==> src/sv/rspb_pkg.sv <==
package rspb_pkg;

   localparam int PALETTE_ENTRIES = 256;
   localparam int PAL_AW = (PALETTE_ENTRIES > 1) ? $clog2(PALETTE_ENTRIES) : 1;

   typedef enum logic [1:0] {
      KIND_PALETTE = 2'd0,
      KIND_SPRITE  = 2'd1,
      KIND_START   = 2'd2
   } kind_type;

   typedef enum logic [1:0] {
      PH_ROWCOUNT = 2'd0,
      PH_SKIP     = 2'd1,
      PH_COUNT    = 2'd2,
      PH_INDEX    = 2'd3
   } phase_type;

   localparam logic [2:0] REG_DEST_BASE   = 3'd0;
   localparam logic [2:0] REG_DEST_PITCH  = 3'd1;
   localparam logic [2:0] REG_ORIGIN_X    = 3'd2;
   localparam logic [2:0] REG_ORIGIN_Y    = 3'd3;
   localparam logic [2:0] REG_SPRITE_ROWS = 3'd4;

   // result of one beat, apart from the color that comes out of the palette
   typedef struct packed {
      logic        write_valid;
      logic [31:0] write_address;
      logic        sprite_done;
      logic        stray_byte;
      logic        color_ok;
   } result_type;

endpackage

==> src/sv/rspb_palette_ram.sv <==
module rspb_palette_ram (
   input  logic                       clock,
   input  logic                       wr_en,
   input  logic [rspb_pkg::PAL_AW-1:0] wr_addr,
   input  logic [15:0]                wr_data,
   input  logic                       rd_en,
   input  logic [rspb_pkg::PAL_AW-1:0] rd_addr,
   output logic [15:0]                rd_data_ff
);
   import rspb_pkg::*;

   logic [15:0] mem [PALETTE_ENTRIES];

   always_ff @(posedge clock) begin
      if (wr_en) begin
         mem[wr_addr] <= wr_data;
      end
   end

   always_ff @(posedge clock) begin
      if (rd_en) begin
         rd_data_ff <= mem[rd_addr];
      end
   end

endmodule

==> src/sv/rspb_parser.sv <==
module rspb_parser (
   input  logic                 clock,
   input  logic                 reset,
   input  logic                 csr_write_enable,
   input  logic [2:0]           csr_index,
   input  logic [31:0]          csr_write_data,
   input  logic                 fire,
   input  logic [1:0]           kind,
   input  logic [7:0]           data_byte,
   output rspb_pkg::result_type result
);
   import rspb_pkg::*;

   logic [31:0] dest_base_ff;
   logic [15:0] dest_pitch_ff;
   logic [11:0] origin_x_ff;
   logic [11:0] origin_y_ff;
   logic [15:0] sprite_rows_ff;

   phase_type   phase_ff, phase_in;
   logic [7:0]  seg_ff, seg_in;
   logic [7:0]  pix_ff, pix_in;
   logic [15:0] row_ff, row_in;
   logic [15:0] col_ff, col_in;
   logic [31:0] base_ff, base_in;
   logic        finished_ff, finished_in;

   logic [15:0] row_inc;
   logic        last_row;
   logic [7:0]  seg_dec;
   logic [7:0]  pix_dec;
   logic [31:0] start_base;
   logic [31:0] pix_addr;
   logic        idx_in_range;
   logic        sprite_live;

   assign row_inc      = row_ff + 16'd1;
   assign last_row     = (row_inc >= sprite_rows_ff);
   assign seg_dec      = seg_ff - 8'd1;
   assign pix_dec      = pix_ff - 8'd1;
   assign start_base   = dest_base_ff + 32'(origin_y_ff * dest_pitch_ff)
                         + 32'({origin_x_ff, 1'b0});
   assign pix_addr     = base_ff + 32'({col_ff, 1'b0});
   assign idx_in_range = ({1'b0, data_byte} < 9'(PALETTE_ENTRIES));
   assign sprite_live  = (kind == KIND_SPRITE) && !finished_ff;

   always_ff @(posedge clock) begin
      if (reset) begin
         dest_base_ff   <= '0;
         dest_pitch_ff  <= '0;
         origin_x_ff    <= '0;
         origin_y_ff    <= '0;
         sprite_rows_ff <= '0;
      end else if (csr_write_enable) begin
         case (csr_index)
            REG_DEST_BASE:   dest_base_ff   <= csr_write_data;
            REG_DEST_PITCH:  dest_pitch_ff  <= csr_write_data[15:0];
            REG_ORIGIN_X:    origin_x_ff    <= csr_write_data[11:0];
            REG_ORIGIN_Y:    origin_y_ff    <= csr_write_data[11:0];
            REG_SPRITE_ROWS: sprite_rows_ff <= csr_write_data[15:0];
            default: ;
         endcase
      end
   end

   // next state of the parser
   always_comb begin
      logic end_seg;
      logic end_row;
      end_seg     = 1'b0;
      end_row     = 1'b0;
      phase_in    = phase_ff;
      seg_in      = seg_ff;
      pix_in      = pix_ff;
      row_in      = row_ff;
      col_in      = col_ff;
      base_in     = base_ff;
      finished_in = finished_ff;
      if (kind == KIND_START) begin
         base_in     = start_base;
         phase_in    = PH_ROWCOUNT;
         seg_in      = '0;
         pix_in      = '0;
         row_in      = '0;
         col_in      = '0;
         finished_in = (sprite_rows_ff == 16'd0);
      end else if (sprite_live) begin
         case (phase_ff)
            PH_ROWCOUNT: begin
               seg_in = data_byte;
               if (data_byte == 8'd0) end_row = 1'b1;
               else phase_in = PH_SKIP;
            end
            PH_SKIP: begin
               col_in   = col_ff + 16'(data_byte);
               phase_in = PH_COUNT;
            end
            PH_COUNT: begin
               pix_in = data_byte;
               if (data_byte == 8'd0) end_seg = 1'b1;
               else phase_in = PH_INDEX;
            end
            PH_INDEX: begin
               col_in = col_ff + 16'd1;
               pix_in = pix_dec;
               if (pix_dec == 8'd0) end_seg = 1'b1;
            end
            default: ;
         endcase
         if (end_seg) begin
            seg_in = seg_dec;
            if (seg_dec == 8'd0) end_row = 1'b1;
            else phase_in = PH_SKIP;
         end
         if (end_row) begin
            row_in   = row_inc;
            col_in   = '0;
            base_in  = base_ff + 32'(dest_pitch_ff);
            phase_in = PH_ROWCOUNT;
            seg_in   = '0;
            pix_in   = '0;
            if (last_row) finished_in = 1'b1;
         end
      end
   end

   // result of the current beat
   always_comb begin
      logic ends_row;
      ends_row = 1'b0;
      result   = '0;
      if (kind == KIND_START) begin
         result.sprite_done = (sprite_rows_ff == 16'd0);
      end else if (kind == KIND_SPRITE && finished_ff) begin
         result.stray_byte = 1'b1;
      end else if (sprite_live) begin
         case (phase_ff)
            PH_ROWCOUNT: ends_row = (data_byte == 8'd0);
            PH_COUNT:    ends_row = (data_byte == 8'd0) && (seg_dec == 8'd0);
            PH_INDEX: begin
               result.write_valid   = 1'b1;
               result.write_address = pix_addr;
               result.color_ok      = idx_in_range;
               ends_row             = (pix_dec == 8'd0) && (seg_dec == 8'd0);
            end
            default: ;
         endcase
         result.sprite_done = ends_row && last_row;
      end
   end

   always_ff @(posedge clock) begin
      if (reset) begin
         phase_ff    <= PH_ROWCOUNT;
         seg_ff      <= '0;
         pix_ff      <= '0;
         row_ff      <= '0;
         col_ff      <= '0;
         base_ff     <= '0;
         finished_ff <= 1'b1;
      end else if (fire) begin
         phase_ff    <= phase_in;
         seg_ff      <= seg_in;
         pix_ff      <= pix_in;
         row_ff      <= row_in;
         col_ff      <= col_in;
         base_ff     <= base_in;
         finished_ff <= finished_in;
      end
   end

endmodule

==> src/sv/rle_sprite_palette_blitter.sv <==
// Run-length sprite blitter: turns an encoded sprite byte stream into
// 16-bit framebuffer pixel writes through a palette memory.
// Request beats carry a kind: palette write (index, color), encoded
// sprite byte, or start. Every accepted beat gives exactly one response
// beat; only index bytes raise rsp_write_valid, the last row raises
// rsp_sprite_done and bytes after completion raise rsp_stray_byte.
// The user must write registers through the csr_ port only while the
// block is idle; this is not enforced. Start samples base, pitch and
// origin into the row address. A request passes the read stage (parser
// and synchronous palette read), then the output register.
// Throughput is one beat per cycle, set by the single palette read port.
// A stalled receiver holds the output register; one more beat is taken
// into the read stage, then req_ready drops until rsp_ready returns.
// Reset (synchronous) clears the parser to finished and the registers to
// zero; the palette holds no reset value and must be loaded before use.
module rle_sprite_palette_blitter (
   input  logic        clock,
   input  logic        reset,
   input  logic        csr_write_enable,
   input  logic [2:0]  csr_index,
   input  logic [31:0] csr_write_data,
   input  logic        req_valid,
   output logic        req_ready,
   input  logic [1:0]  req_kind,
   input  logic [7:0]  req_data_byte,
   input  logic [7:0]  req_palette_index,
   input  logic [15:0] req_palette_color,
   output logic        rsp_valid,
   input  logic        rsp_ready,
   output logic        rsp_write_valid,
   output logic [31:0] rsp_write_address,
   output logic [15:0] rsp_write_color,
   output logic        rsp_sprite_done,
   output logic        rsp_stray_byte
);
   import rspb_pkg::*;

   logic        fire;
   result_type  res;
   logic [15:0] rd_data;
   logic        pal_wr;
   logic        idx_ok;

   logic        a_valid_ff, a_valid_in;
   result_type  a_res_ff;
   logic        b_valid_ff, b_valid_in;
   result_type  b_res_ff;
   logic [15:0] b_color_ff;
   logic        b_free;
   logic        a_move;

   assign b_free    = !b_valid_ff || rsp_ready;
   assign a_move    = a_valid_ff && b_free;
   assign req_ready = !a_valid_ff || b_free;
   assign fire      = req_valid && req_ready;

   assign idx_ok = ({1'b0, req_palette_index} < 9'(PALETTE_ENTRIES));
   assign pal_wr = fire && (req_kind == KIND_PALETTE) && idx_ok;

   rspb_parser u_parser (
      .clock            (clock),
      .reset            (reset),
      .csr_write_enable (csr_write_enable),
      .csr_index        (csr_index),
      .csr_write_data   (csr_write_data),
      .fire             (fire),
      .kind             (req_kind),
      .data_byte        (req_data_byte),
      .result           (res)
   );

   // read only on accept so the data holds while the read stage stalls
   rspb_palette_ram u_ram (
      .clock      (clock),
      .wr_en      (pal_wr),
      .wr_addr    (req_palette_index[PAL_AW-1:0]),
      .wr_data    (req_palette_color),
      .rd_en      (fire),
      .rd_addr    (req_data_byte[PAL_AW-1:0]),
      .rd_data_ff (rd_data)
   );

   assign a_valid_in = fire || (a_valid_ff && !b_free);
   assign b_valid_in = a_move || (b_valid_ff && !rsp_ready);

   always_ff @(posedge clock) begin
      if (reset) begin
         a_valid_ff <= 1'b0;
         b_valid_ff <= 1'b0;
      end else begin
         a_valid_ff <= a_valid_in;
         b_valid_ff <= b_valid_in;
      end
   end

   always_ff @(posedge clock) begin
      if (fire) begin
         a_res_ff <= res;
      end
      if (a_move) begin
         b_res_ff   <= a_res_ff;
         b_color_ff <= a_res_ff.color_ok ? rd_data : 16'd0;
      end
   end

   assign rsp_valid         = b_valid_ff;
   assign rsp_write_valid   = b_res_ff.write_valid;
   assign rsp_write_address = b_res_ff.write_address;
   assign rsp_write_color   = b_color_ff;
   assign rsp_sprite_done   = b_res_ff.sprite_done;
   assign rsp_stray_byte    = b_res_ff.stray_byte;

   assert property (@(posedge clock) disable iff (reset)
      rsp_valid |-> !(rsp_write_valid && rsp_stray_byte))
      else $error("pixel write and stray flag on one beat");

   assert property (@(posedge clock) disable iff (reset)
      (rsp_valid && !rsp_write_valid) |->
         (rsp_write_address == 32'd0 && rsp_write_color == 16'd0))
      else $error("idle response carries address or color");

   assert property (@(posedge clock) disable iff (reset)
      (a_valid_ff && !b_free) |=> (a_valid_ff && $stable(a_res_ff)))
      else $error("read stage lost or changed a held beat");

   assert property (@(posedge clock) disable iff (reset)
      (b_valid_ff && !rsp_ready) |=> (b_valid_ff && $stable(b_color_ff)))
      else $error("output register changed under stall");

endmodule

==> config.mk <==
export PLATFORM = sky130hd
export DESIGN_NAME = rle_sprite_palette_blitter
export DESIGN_NICKNAME = d
export VERILOG_FILES = /design/src/sv/rspb_pkg.sv /design/src/sv/rspb_palette_ram.sv /design/src/sv/rspb_parser.sv /design/src/sv/rle_sprite_palette_blitter.sv
export SDC_FILE = /design/constraint.sdc
export NUM_CORES = 2
export LEC_CHECK = 0
export BUFFER_PORTS_ARGS = -buffer_cell sky130_fd_sc_hd__buf_4
export CAP_MARGIN = 10
export CORE_MARGIN = 3
export CORE_UTILIZATION = 30
export CTS_BUF_LIST = sky130_fd_sc_hd__clkbuf_4 sky130_fd_sc_hd__clkbuf_8
export DETAILED_ROUTE_END_ITERATION = 12
export PLACE_DENSITY = 0.54
export SYNTH_ARGS = -nofsm -noshare
export SYNTH_HDL_FRONTEND = slang
export SYNTH_HIERARCHICAL = 1
export SYNTH_SLANG_ARGS = --single-unit
==> constraint.sdc <==
create_clock -name clock -period 5.82 [get_ports clock]
set_input_delay 0.873 -clock clock [delete_from_list [all_inputs] [get_ports clock]]
set_output_delay 0.873 -clock clock [all_outputs]
set_load 0.01 [all_outputs]
==> results.md <==
- Status: finished with violations
- Failing checks: setup timing
- Htree depth: 6
- Final Worst Setup Slack: -0.320 ns
- CP top delay family: adder cells
- First-pass GRT wire length: 735,000 um
- Max clock buf depth: 4
- Hold Path Origin: req_palette_color[1]
- Filler Cell Count: 55,580
- Min Tclk post-route: roughly 6.1 ns
- FF-to-FF path depth: 22
- Critical path class: flip-flop to flip-flop
- Most numerous cell on the critical path: fa_1
- Slew Limit Headroom: 0.177
- CP max FO: 7
- Synth unique cells: 88
- Worst path depth: 22
- GR Overflow Total: 0
- Slew Limit Fails: 0
- Die area: slightly above 0.6 mm^2
- Root Driver: clkbuf_8
- Via density: 5.16
- Synthesized area per cell: 18.6 um^2
- Pleak: ~70 nW
- CP required: about 7 ns
- Clk pin slew, worst setup/hold paths: ~0.060 ns
- Mapped Nets: slightly above 10,000
- Final hold slack: 0.182 ns
- Share of cells above drive strength 1: 0.263
- P&R area growth vs syn: 15.7%
- Most frequent cells in the layout: 4,199 x edfxtp_1, 797 x mux4_2, 711 x clkbuf_8, 665 x buf_4, 569 x mux2i_1
- Cells after synthesis: about 9,700
- Total CTS buffers: around 700
- PD cells: 308 mW/mm^2
- Post-DP HPWL: 319,000 um
- Final period util: 1.06
- Clock Sinks: 4,372
- Fmax: between 150 and 200 MHz
- FF-to-FF End: u_parser/base_ff[26]$_SDFFE_PP0P_
- Commonest non-fill, non-tap cell in the layout: edfxtp_1
- Vias: 98,043
- Overall Global Routing Usage: 0.166
- Die X: 779 um
- Number of antenna violations at the first check in global routing: 32
- IO Count: around 130
- Post-synth EDFFs: 4,199
- Synthesis Warnings: 6
- CP arrival: around 7.2 ns
- Die Ht: 779 um
- Max_cap viols: 0
- Setup_tns: -1.48 ns
- Crit path capture type: flip-flop
- Core Area: 0.595 mm^2
- Nets: 11,013
- Crit path launch: u_parser/origin_y_ff[0]$_SDFFE_PP0P_
- DP Area: between 0.15 and 0.2 mm^2
- Drt first-iter violations: 10,245
- Worst vdd ir: 236 uV
- RSZ-0062 raised after global routing: true
- Reg2reg start: u_parser/origin_y_ff[0]$_SDFFE_PP0P_
- Post-Syn Area: 0.179 mm^2
- Crit-path slowest cell: fa_1
- WL per Instance: 27.2 um
- Worst slew pin tran: 1.23 ns
- Register bit total from synthesis: 4,372
- Max Clock Skew: 0.146 ns
- I/O Buffers: between 100 and 150
- Placed cell count: 17,687
- Final Non-Filler Cells: 19,011
- Site row count: 283
- DRC violations left: 0
- Hold Path Class: input port to flip-flop
- Max stage delay on crit path: 0.56 ns
- Total Wirelength: 518,000 um
- CP cell instances: buf_6, and2_4, fa_1, inv_2, fa_1, inv_1, fa_1, fa_1, fa_1, inv_2, fa_1, inv_2, ha_4, nand4_1, nor4b_2, a31o_2, and3b_2, o31ai_2, buf_4, a211oi_2, or3_1, a31oi_1
- First-pass DRT Iterations: 6
- Initial Util: 0.301
- Post-route cell area: 0.208 mm^2
- Final Hold Fails: 0
- Startpoint types: flip-flop
- Sequential area share after synthesis: 0.722
- Critical path buffers and inverters: 6
- Antenna viol nets, final: 0
- Gpl congestion: 0.866
- Worst setup path endpoint: u_parser/base_ff[26]$_SDFFE_PP0P_
- Vias in the first global route: 98,895
- TritonCTS clock tree: done
- Worst skew pair latency: 1.28 ns
- Fraction of registers with async set/reset: 0
- Top_reg_cell synth: edfxtp_1
- Reg2Reg Setup Slack: -0.32 ns
- Largest net degree at the start of global routing: 158
- Final setup violation count: 9
- Final Util: 0.349
## registers in the layout (all words and copies together) (netlist names), 32 cells and up
signal,count
u_parser/dest_base_ff,32
a_res_ff,36
u_parser/base_ff,32
u_ram/mem,4096
rsp_write_address,32
## per-layer routing
layer / vias to the layer above / track usage / part of all wire
met5: - / 0 / 0.00020
met4: 16 / 0.0483 / 0.029
li1: 41078 / - / -
met2: 4215 / 0.268 / 0.47
met3: 782 / 0.0310 / 0.079
met1: 51952 / 0.228 / 0.42
## cells in the mapped netlist (10+ instances only)
library cell / number / area, um^2
a22oi_1: 49 / 368
o21ai_0: 113 / 566
and2_2: 14 / 105
nor2_1: 405 / 1520
buf_4: 27 / 203
nor2b_1: 22 / 138
buf_8: 11 / 165
o31ai_1: 29 / 218
mux4_2: 797 / 17900
nor3_1: 124 / 621
a2111oi_0: 10 / 87.6
a31oi_1: 21 / 131
ha_1: 154 / 1930
xnor2_1: 45 / 394
o32ai_1: 23 / 201
or2_2: 11 / 68.8
o21bai_1: 12 / 90.1
fa_1: 180 / 3600
dfxtp_1: 173 / 3460
and3_1: 33 / 206
inv_1: 265 / 995
and2_1: 118 / 738
xor2_1: 24 / 210
mux2_2: 89 / 1000
clkbuf_1: 325 / 1220
o21a_1: 14 / 105
or3_1: 28 / 175
edfxtp_1: 4199 / 126000
o221ai_1: 253 / 2220
a21oi_1: 359 / 1800
buf_2: 80 / 400
o22ai_1: 156 / 976
a21o_1: 29 / 218
nand2b_1: 19 / 119
nand4_1: 37 / 231
nand3_1: 76 / 380
a221oi_1: 30 / 263
mux2i_1: 569 / 5700
nand2_1: 385 / 1450
a211oi_1: 46 / 345
a22o_1: 48 / 420
buf_6: 78 / 878
buf_1: 29 / 109
nor4_1: 34 / 213
## timing repair
action                     4_1_cts  5_1_grt
hold buffers                    40        0
buffers inserted                 9        7
gates resized for setup         75       50
hold endpoints to repair       177        0
pin swaps                       24       25
setup endpoints to repair       16       20
## layout make-up
class / count / area [um^2] / share of cell area
antenna: 24 / 60.1 / 0.000289
clock buffer: 938 / 11500 / 0.0553
clock inverter: 306 / 2080 / 0.0100
inverter: 267 / 1010 / 0.00489
multi-input combinational: 4461 / 46300 / 0.223
sequential: 4372 / 130000 / 0.624
tap: 7837 / 9810 / 0.0472
timing repair buffer: 806 / 7180 / 0.0346
## cell families after synthesis
group           Yosys count  synth area share
fa+ha+maj               334            0.0308
buf+inv                 822            0.0227
mux                    1455             0.137
flops                  4372             0.722
simple gates           1360            0.0359
compound gates         1243            0.0472
xor+xnor                 69           0.00337
## worst min path at each step
stage | endpoint | depth (start not counted)
2_1_floorplan | rsp_sprite_done$_DFFE_PP_ | 0
3_3_place_gp | rsp_stray_byte$_DFFE_PP_ | 0
3_5_place_dp | rsp_stray_byte$_DFFE_PP_ | 0
4_1_cts | u_ram/mem[206][6]$_DFFE_PP_ | 1
5_1_grt | a_res_ff[1]$_DFFE_PP_ | 2
6_report | u_ram/mem[77][1]$_DFFE_PP_ | 1
## power by group
part           total (mW)  switching, mW  internal, mW  leakage (nW)
clock network        25.9           12.4          13.5          7.18
logic                3.49           2.31          1.18          21.8
registers            34.6         0.0468          34.5          39.2
total                64.0           14.7          49.3          68.2
## per-stage QoR
stage / setup WS [ns] / power (mW)
after floorplan: 0.000143 / 37.0
after global placement: -0.572 / 38.7
after detailed placement: -0.574 / 38.7
after CTS: -0.216 / 64.7
after global routing: -0.523 / 66.3
final: -0.320 / 64.0
## worst register-to-register path, delay by kind of cell (launching register included)
kind,cells,cell delay (ns)
buffers and inverters,6,0.51
and+or+nand+nor,5,1.24
DFF,1,0.36
adders and majority gates,7,3.35
AOI/OAI and AO/OA,4,0.62
Power figures use the tool's default switching activity.
